### src/rtl/core/tre_pkg.sv
// Shared constants, state type and entry-word field helpers for the TLB register engine.
package tre_pkg;

  localparam int ENTRIES    = 32;
  localparam int VPAGE_BITS = 12;
  localparam int PPAGE_BITS = 8;
  localparam int ACC_BITS   = 3;

  localparam int IDX_W = (ENTRIES > 1) ? $clog2(ENTRIES) : 1;
  localparam int CNT_W = $clog2(ENTRIES + 1);

  // Field positions inside the packed 32-bit entry word, counted from bit 0.
  localparam int VP_LSB  = 8;
  localparam int PP_LSB  = VP_LSB + VPAGE_BITS;
  localparam int AC_LSB  = PP_LSB + PPAGE_BITS;
  localparam int ACT_LSB = AC_LSB + ACC_BITS;

  localparam logic [63:0] VP_MASK  = ((64'd1 << VPAGE_BITS) - 64'd1) << VP_LSB;
  localparam logic [63:0] PP_MASK  = ((64'd1 << PPAGE_BITS) - 64'd1) << PP_LSB;
  localparam logic [63:0] AC_MASK  = ((64'd1 << ACC_BITS) - 64'd1) << AC_LSB;
  localparam logic [63:0] ACT_MASK = 64'd1 << ACT_LSB;

  localparam logic [1:0] MODE_ADD    = 2'd0;
  localparam logic [1:0] MODE_DELETE = 2'd1;
  localparam logic [1:0] MODE_READ   = 2'd2;
  localparam logic [1:0] MODE_WRITE  = 2'd3;

  typedef enum logic [3:0] {
    ST_IDLE,
    ST_RD_REQ,
    ST_RD_DATA,
    ST_WR_REQ,
    ST_WR_DATA,
    ST_UNLINK,
    ST_STORE,
    ST_LINK,
    ST_LOAD,
    ST_MODIFY,
    ST_DONE
  } state_t;

  // Fields that would reach past bit 31 read as zero.
  function automatic logic [VPAGE_BITS-1:0] get_vp(input logic [31:0] w);
    logic [63:0] v;
    v = {32'd0, w} >> VP_LSB;
    return v[VPAGE_BITS-1:0];
  endfunction

  function automatic logic [PPAGE_BITS-1:0] get_pp(input logic [31:0] w);
    logic [63:0] v;
    v = {32'd0, w} >> PP_LSB;
    return v[PPAGE_BITS-1:0];
  endfunction

  function automatic logic entry_live(input logic [31:0] w);
    logic [63:0] v;
    v = {32'd0, w} & ACT_MASK;
    return (v != 64'd0);
  endfunction

  function automatic logic [31:0] clear_active(input logic [31:0] w);
    logic [63:0] v;
    v = {32'd0, w} & ~ACT_MASK;
    return v[31:0];
  endfunction

  // Merges page and access fields of src into old and sets the active bit.
  function automatic logic [31:0] merge_entry(input logic [31:0] old, input logic [31:0] src);
    logic [63:0] o;
    logic [63:0] s;
    logic [63:0] m;
    logic [63:0] x;
    o = {32'd0, old};
    s = {32'd0, src};
    m = VP_MASK | PP_MASK | AC_MASK;
    x = (o & ~m) | (s & m) | ACT_MASK;
    return x[31:0];
  endfunction

endpackage

### src/rtl/core/tlb_register_engine_top.sv
// Top level of the TLB register engine: command sequencer, entry memory and scan compare.
//
// The block holds a fully associative table of ENTRIES packed entry words. A command is
// transferred when start is high and busy is low; mode, entry_index and data_word are
// sampled at that edge. Add mode links a virtual page (reusing a matching active entry,
// else the lowest inactive one, else the round-robin victim). Delete mode clears every
// active entry whose physical page matches. Read mode returns the raw word at an index.
// Write mode unlinks the old physical page at the index, stores the raw word and then
// links its fields.
//
// Every command produces exactly one result transfer: done is high for one cycle and
// read_data carries the word (zero for every mode except read). The receiver cannot
// stall, so the result is simply presented for that single cycle.
//
// The entry memory has one read port and one write port, and one compare unit walks it one
// entry per cycle. Read needs no scan, delete one unlink scan, add one link scan, and write
// an unlink scan followed by a link scan.
// busy stays high for the whole command and drops in the cycle after done.
//
// Synchronous reset empties the table at once through per-entry valid flags (an entry
// never written reads as zero) and returns the victim pointer to entry zero.
module tlb_register_engine_top
  import tre_pkg::*;
(
  input  logic        clk,
  input  logic        rst,
  input  logic        start,
  output logic        busy,
  input  logic [1:0]  mode,
  input  logic [4:0]  entry_index,
  input  logic [31:0] data_word,
  output logic        done,
  output logic [31:0] read_data
);

  state_t state;
  state_t state_next;

  // Command registers captured at the input transfer.
  logic [1:0]            mode_q;
  logic [4:0]            index_q;
  logic [31:0]           data_q;
  logic [PPAGE_BITS-1:0] pp_key;

  // Scan counter: reads entry cnt while comparing entry cnt - 1.
  logic [CNT_W-1:0] cnt;
  logic [IDX_W-1:0] cmp_idx;
  logic             cmp_en;
  logic             scan_end;

  // Link search results.
  logic             vp_hit;
  logic [IDX_W-1:0] vp_sel;
  logic             free_hit;
  logic [IDX_W-1:0] free_sel;
  logic [IDX_W-1:0] sel;
  logic [IDX_W-1:0] victim;
  logic [31:0]      result;

  // Search results including the entry compared in the current cycle.
  logic             link_vp_hit;
  logic [IDX_W-1:0] link_vp_sel;
  logic             link_free_hit;
  logic [IDX_W-1:0] link_free_sel;

  // Entry memory with per-entry valid flags standing in for the cleared reset value.
  logic [31:0]        mem [ENTRIES];
  logic [ENTRIES-1:0] entry_valid;
  logic [31:0]        rd_data;
  logic               rd_valid;
  logic [31:0]        rd_word;
  logic [IDX_W-1:0]   mem_raddr;
  logic               mem_we;
  logic [IDX_W-1:0]   mem_waddr;
  logic [31:0]        mem_wdata;

  logic index_ok;
  logic unlink_hit;
  logic vp_match;

  assign index_ok   = (int'(index_q) < ENTRIES);
  assign cmp_idx    = IDX_W'(cnt - CNT_W'(1));
  assign cmp_en     = (cnt != '0);
  assign scan_end   = (cnt == CNT_W'(ENTRIES));
  assign rd_word    = rd_valid ? rd_data : 32'd0;
  assign unlink_hit = entry_live(rd_word) && (get_pp(rd_word) == pp_key);
  assign vp_match   = entry_live(rd_word) && (get_vp(rd_word) == get_vp(data_q));

  // The last entry is compared in the scan_end cycle, so the final choice folds it in here.
  assign link_vp_hit   = vp_hit || (cmp_en && vp_match);
  assign link_vp_sel   = vp_hit ? vp_sel : cmp_idx;
  assign link_free_hit = free_hit || (cmp_en && !entry_live(rd_word));
  assign link_free_sel = free_hit ? free_sel : cmp_idx;

  assign busy      = (state != ST_IDLE);
  assign done      = (state == ST_DONE);
  assign read_data = result;

  // Next-state logic of the command sequencer.
  always_comb begin
    state_next = state;
    case (state)
      ST_IDLE: begin
        if (start) begin
          case (mode)
            MODE_ADD:    state_next = ST_LINK;
            MODE_DELETE: state_next = ST_UNLINK;
            MODE_READ:   state_next = (int'(entry_index) < ENTRIES) ? ST_RD_REQ : ST_DONE;
            default:     state_next = (int'(entry_index) < ENTRIES) ? ST_WR_REQ : ST_DONE;
          endcase
        end
      end
      ST_RD_REQ:  state_next = ST_RD_DATA;
      ST_RD_DATA: state_next = ST_DONE;
      ST_WR_REQ:  state_next = ST_WR_DATA;
      ST_WR_DATA: state_next = ST_UNLINK;
      ST_UNLINK: begin
        if (scan_end) begin
          state_next = (mode_q == MODE_WRITE) ? ST_STORE : ST_DONE;
        end
      end
      ST_STORE: state_next = ST_LINK;
      ST_LINK: begin
        if (scan_end) begin
          state_next = ST_LOAD;
        end
      end
      ST_LOAD:   state_next = ST_MODIFY;
      ST_MODIFY: state_next = ST_DONE;
      ST_DONE:   state_next = ST_IDLE;
      default:   state_next = ST_IDLE;
    endcase
  end

  // Memory port control for each sequencer state.
  always_comb begin
    mem_raddr = '0;
    mem_we    = 1'b0;
    mem_waddr = '0;
    mem_wdata = 32'd0;
    case (state)
      ST_RD_REQ, ST_WR_REQ: begin
        mem_raddr = IDX_W'(index_q);
      end
      ST_UNLINK: begin
        mem_raddr = IDX_W'(cnt);
        if (cmp_en && unlink_hit) begin
          mem_we    = 1'b1;
          mem_waddr = cmp_idx;
          mem_wdata = clear_active(rd_word);
        end
      end
      ST_STORE: begin
        mem_we    = 1'b1;
        mem_waddr = IDX_W'(index_q);
        mem_wdata = data_q;
      end
      ST_LINK: begin
        mem_raddr = IDX_W'(cnt);
      end
      ST_LOAD: begin
        mem_raddr = sel;
      end
      ST_MODIFY: begin
        mem_we    = 1'b1;
        mem_waddr = sel;
        mem_wdata = merge_entry(rd_word, data_q);
      end
      default: begin
        mem_raddr = '0;
      end
    endcase
  end

  always_ff @(posedge clk) begin
    if (mem_we) begin
      mem[mem_waddr] <= mem_wdata;
    end
    rd_data  <= mem[mem_raddr];
    rd_valid <= entry_valid[mem_raddr];
  end

  always_ff @(posedge clk) begin
    if (rst) begin
      entry_valid <= '0;
    end else if (mem_we) begin
      entry_valid[mem_waddr] <= 1'b1;
    end
  end

  always_ff @(posedge clk) begin
    if (rst) begin
      state  <= ST_IDLE;
      cnt    <= '0;
      victim <= '0;
    end else begin
      state <= state_next;
      if ((state == ST_UNLINK || state == ST_LINK) && !scan_end) begin
        cnt <= cnt + CNT_W'(1);
      end else begin
        cnt <= '0;
      end
      if (state == ST_LINK && scan_end && !link_vp_hit && !link_free_hit) begin
        victim <= (victim == IDX_W'(ENTRIES - 1)) ? '0 : victim + IDX_W'(1);
      end
    end
  end

  // Datapath registers; no reset needed.
  always_ff @(posedge clk) begin
    case (state)
      ST_IDLE: begin
        if (start) begin
          mode_q  <= mode;
          index_q <= entry_index;
          data_q  <= data_word;
          pp_key  <= get_pp(data_word);
          result  <= 32'd0;
        end
      end
      ST_RD_DATA: begin
        result <= rd_word;
      end
      ST_WR_DATA: begin
        pp_key <= get_pp(rd_word);
      end
      ST_LINK: begin
        if (!cmp_en) begin
          vp_hit   <= 1'b0;
          free_hit <= 1'b0;
        end else begin
          if (!vp_hit && vp_match) begin
            vp_hit <= 1'b1;
            vp_sel <= cmp_idx;
          end
          if (!free_hit && !entry_live(rd_word)) begin
            free_hit <= 1'b1;
            free_sel <= cmp_idx;
          end
        end
        if (scan_end) begin
          // Matching virtual page wins, then the lowest free entry, then the victim.
          if (link_vp_hit) begin
            sel <= link_vp_sel;
          end else if (link_free_hit) begin
            sel <= link_free_sel;
          end else begin
            sel <= victim;
          end
        end
      end
      default: begin
        result <= result;
      end
    endcase
  end

`ifndef ASSERT_OFF
  a_done_after_work: assert property (@(posedge clk) disable iff (rst)
    done |-> $past(busy))
    else $error("result strobe without a command in flight");

  a_accept_busy: assert property (@(posedge clk) disable iff (rst)
    (start && !busy) |=> busy)
    else $error("command accepted but sequencer did not start");

  a_victim_range: assert property (@(posedge clk) disable iff (rst)
    int'(victim) < ENTRIES)
    else $error("victim pointer outside the table");

  a_scan_bound: assert property (@(posedge clk) disable iff (rst)
    int'(cnt) <= ENTRIES)
    else $error("scan counter ran past the table");

  a_store_in_write: assert property (@(posedge clk) disable iff (rst)
    (state == ST_STORE) |-> (mode_q == MODE_WRITE) && index_ok)
    else $error("raw store outside a valid write command");
`endif

endmodule

### config.mk
export PLATFORM = sky130hd
export DESIGN_NAME = tlb_register_engine_top
export DESIGN_NICKNAME = d
export VERILOG_FILES = /design/src/rtl/core/tre_pkg.sv /design/src/rtl/core/tlb_register_engine_top.sv
export SDC_FILE = /design/constraint.sdc
export NUM_CORES = 2
export LEC_CHECK = 0
export BUFFER_PORTS_ARGS = -buffer_cell sky130_fd_sc_hd__buf_2
export CAP_MARGIN = 20
export CORE_UTILIZATION = 30
export CTS_CLUSTER_DIAMETER = 40
export DETAILED_ROUTE_END_ITERATION = 7
export HOLD_SLACK_MARGIN = 0.05
export SYNTH_ARGS = -nofsm -noshare
export SYNTH_HDL_FRONTEND = slang
export SYNTH_SLANG_ARGS = --single-unit
export TNS_END_PERCENT = 30
### constraint.sdc
create_clock -name clk -period 12.8 [get_ports clk]
set_input_delay 0.64 -clock clk [delete_from_list [all_inputs] [get_ports clk]]
set_output_delay 0.64 -clock clk [all_outputs]
set_load 0.03 [all_outputs]
==> summary.txt <==
Clock network
  • CTS tree: yes
  • Root buffer cell: clkbuf_16
  • Post-CTS Setup Bufs: 0
  • Clock buffer depth: 3
  • Worst-path clk slew: 0.06 ns
  • Worst skew pair latency: between 0.7 and 0.8 ns
  • CTS Buf Count: around 140
  • Hold_buf cts: 29
  • # resized after CTS: 0
  • Clock sinks: 1200
  • H-tree levels: 4

Floorplanning
  • Die width: 401 um
  • I/O pin count: 76
  • Die area: between 150000 and 200000 um^2
  • Core region area: 158000 um^2
  • Core Rows: about 150
  • Die Span Y: approximately 400 um
  • Initial Util: 30.2%

Min path
  • WHS Path Cells: 1
  • Hold_sp: data_word[3]
  • Worst Hold Path EP: data_q[3]
  • HP Class: primary input to register

Global routing
  • First-pass GRT wire length: 178 mm
  • Remaining Overflow, GRT: 0
  • Total track usage: 15.3%
  • Initial antenna violation count: 9
  • Vias in the first global route: 24600
  • Largest net degree at the start of global routing: about 140

Timing
  • Worst-Margin Slew: 1.21 ns
  • Setup TNS after final layout: 0 ns
  • Final hold vios: 0
  • RSZ-0062 raised after global routing: false
  • WHS: 0.0939 ns
  • Period utilization: 39.9%
  • Fmax achieved: 196 MHz
  • Post-layout minimum cycle time: between 5 and 6 ns
  • Final setup fails: 0
  • Worst clock skew: 0.0320 ns
  • Max-slew violations: 0
  • Slew HR: 19.0%

Logic synthesis
  • Share of the synthesized area in the top cell type: 70.5%
  • Synthesized cell area: around 48000 um^2
  • Post-Syn Instances: 2767
  • Average size of a mapped cell: 17.2 um^2
  • Post-synthesis cell type count: 65
  • Yosys reg bits: 1200
  • Dominant cells by area after synthesis: edfxtp_1 (70%), mux2i_1 (17%), dfxtp_1 (3.4%)
  • Syn Nets: 2816
  • Area leader, netlist: edfxtp_1
  • EDFF count, synth: 1120
  • Fraction of registers with async set/reset: 0%
  • Register area share after synthesis: 73.8%
  • Post-synth top flop: edfxtp_1
  • Synth warnings: 0

Power and ir drop
  • Peak supply drop: 181 uV
  • Pwr dens: about 200 nW/um^2
  • Static Leak: 22.6 nW

Finish
  • Synth-to-layout area growth: 17.4%
  • Nets: 2992
  • Most common cell after layout, fill and taps aside: edfxtp_1
  • Commonest cells after routing, fill and taps aside: edfxtp_1 (1120), mux2i_1 (792), clkbuf_16 (139)
  • Cell area after layout: 56000 um^2
  • Layout cell share with drive strength beyond 1: 15.2%

Critical path
  • RR Startpoint: rd_valid
  • Critical path required time: 13.19 ns
  • R2R depth: 8
  • CP Class: register to register
  • Critical path arrival: 5.50 ns
  • Worst-path maximum fanout: 34
  • R2R setup slack: 7.69 ns
  • Crit Reg-Reg Endpoint: mem[22][17]
  • Startpoint types: register
  • CP Capture Type: register

Placed design
  • Gp weighted congestion: between 0.8 and 0.9
  • Hpwl dp: 64.9 mm
  • Port buffer count: 75
  • DP Area: 50900 um^2

Routing
  • Met2 routed WL: 54.6 mm
  • Metal-1 WL: 57.9 mm
  • Remaining DRCs: 0
  • Met3 WL: 11.2 mm
  • Drt pass-1 iters: 5
  • Routed WL: 126 mm
  • DR vias/cell: 5.07
  • Vias post-DR: 26000
  • Top sig layer: met4
  • Initial DRC count: approximately 3000
  • Wirelength per Cell: 24.6 um
  • Post-DRT Antenna Nets: 0

Run status
  • Status: finished clean

Job
  • Max-Cap Viols: 0
-- state kept, by name, indices dropped and copies added (netlist names) --
name / flops
read_data: 32
entry_valid: 32
state: 4
mode_q: 2
free_hit: 1
victim: 5
cnt: 6
rd_valid: 1
sel: 5
pp_key: 8
rd_data: 32
mem: 1024
vp_hit: 1
data_q: 32
free_sel: 5
index_q: 5
vp_sel: 5
-- worst max-delay path by stage --
stage	start	slack (ns)	to
5_1_grt	state[0]	7.45	mem[22][14]
2_1_floorplan	cnt[0]	7.79	mem[11][0]
3_3_place_gp	rd_valid	7.79	mem[20][17]
3_5_place_dp	rd_valid	7.82	mem[22][17]
4_1_cts	rd_valid	7.76	mem[22][20]
6_report	rd_valid	7.69	mem[22][17]
-- cells in the mapped netlist (10+ instances only) --
| cell | number |
|---|---|
| buf_1 | 14 |
| o21ai_0 | 33 |
| a32o_1 | 14 |
| nor3_1 | 22 |
| o22ai_1 | 134 |
| nor4_1 | 38 |
| and3_1 | 28 |
| xnor2_1 | 10 |
| nand2_1 | 70 |
| a22oi_1 | 19 |
| buf_2 | 77 |
| mux2i_1 | 792 |
| edfxtp_1 | 1120 |
| inv_1 | 30 |
| a21oi_1 | 14 |
| nor2_1 | 53 |
| nand3_1 | 12 |
| clkbuf_1 | 64 |
| o31ai_1 | 12 |
| a22o_1 | 12 |
| dfxtp_1 | 80 |
-- report_power, final --
part           switching [W]  internal [W]  leakage [nW]  total (W)
combinational        0.00170      0.000951          9.53    0.00265
clock                0.00162       0.00230          2.21    0.00392
sequential          0.000177       0.00465          10.8    0.00482
-- critical path, stage by stage, from the launching register on --
cell and delay, ns:
dfxtp_2 0.75, buf_4 0.53, nand4b_1 0.16, o22ai_1 0.38
o2111ai_4 0.23, o31ai_2 0.87, nand4b_1 0.63, nor2_4 0.65
buf_4 0.50
-- logic make-up after synthesis --
group | share of synthesized area (%)
flip-flops | 73.8
multiplexers | 16.7
AO/OA/AOI/OAI | 4.41
AND/OR/NAND/NOR | 2.80
buffers and inverters | 1.73
XOR/XNOR | 0.330
adder cells (fa/ha/maj) | 0.183
-- metrics by stage --
stage | util [%] | power, W | setup WS, ns | cells
after floorplan | - | 0.00663 | 7.79 | 2767
after global placement | 32.2 | 0.00748 | 7.79 | 4831
after detailed placement | 32.2 | 0.00750 | 7.82 | 4832
after CTS | 35.3 | 0.0114 | 7.76 | 5113
after global routing | 35.4 | 0.0118 | 7.45 | 5127
final | 35.4 | 0.0114 | 7.69 | 5133
-- metal layers --
| metal | track usage, % | up-vias |
|---|---|---|
| met3 | 4.08 | 175 |
| met5 | 0 | - |
| met2 | 22.3 | 1064 |
| li1 | - | 11400 |
| met4 | 4.30 | 0 |
| met1 | 22.4 | 13400 |
-- area by class of cell --
type | instances | area, um^2
clock inverter | 89 | 942
antenna | 6 | 15.0
tap | 2072 | 2590
inverter | 32 | 120
timing repair buffer | 194 | 1540
fill | 14800 | 102000
clock buffer | 163 | 3630
sequential | 1200 | 35200
multi-input combinational | 1377 | 12000
(Power assumes the default switching activity.)
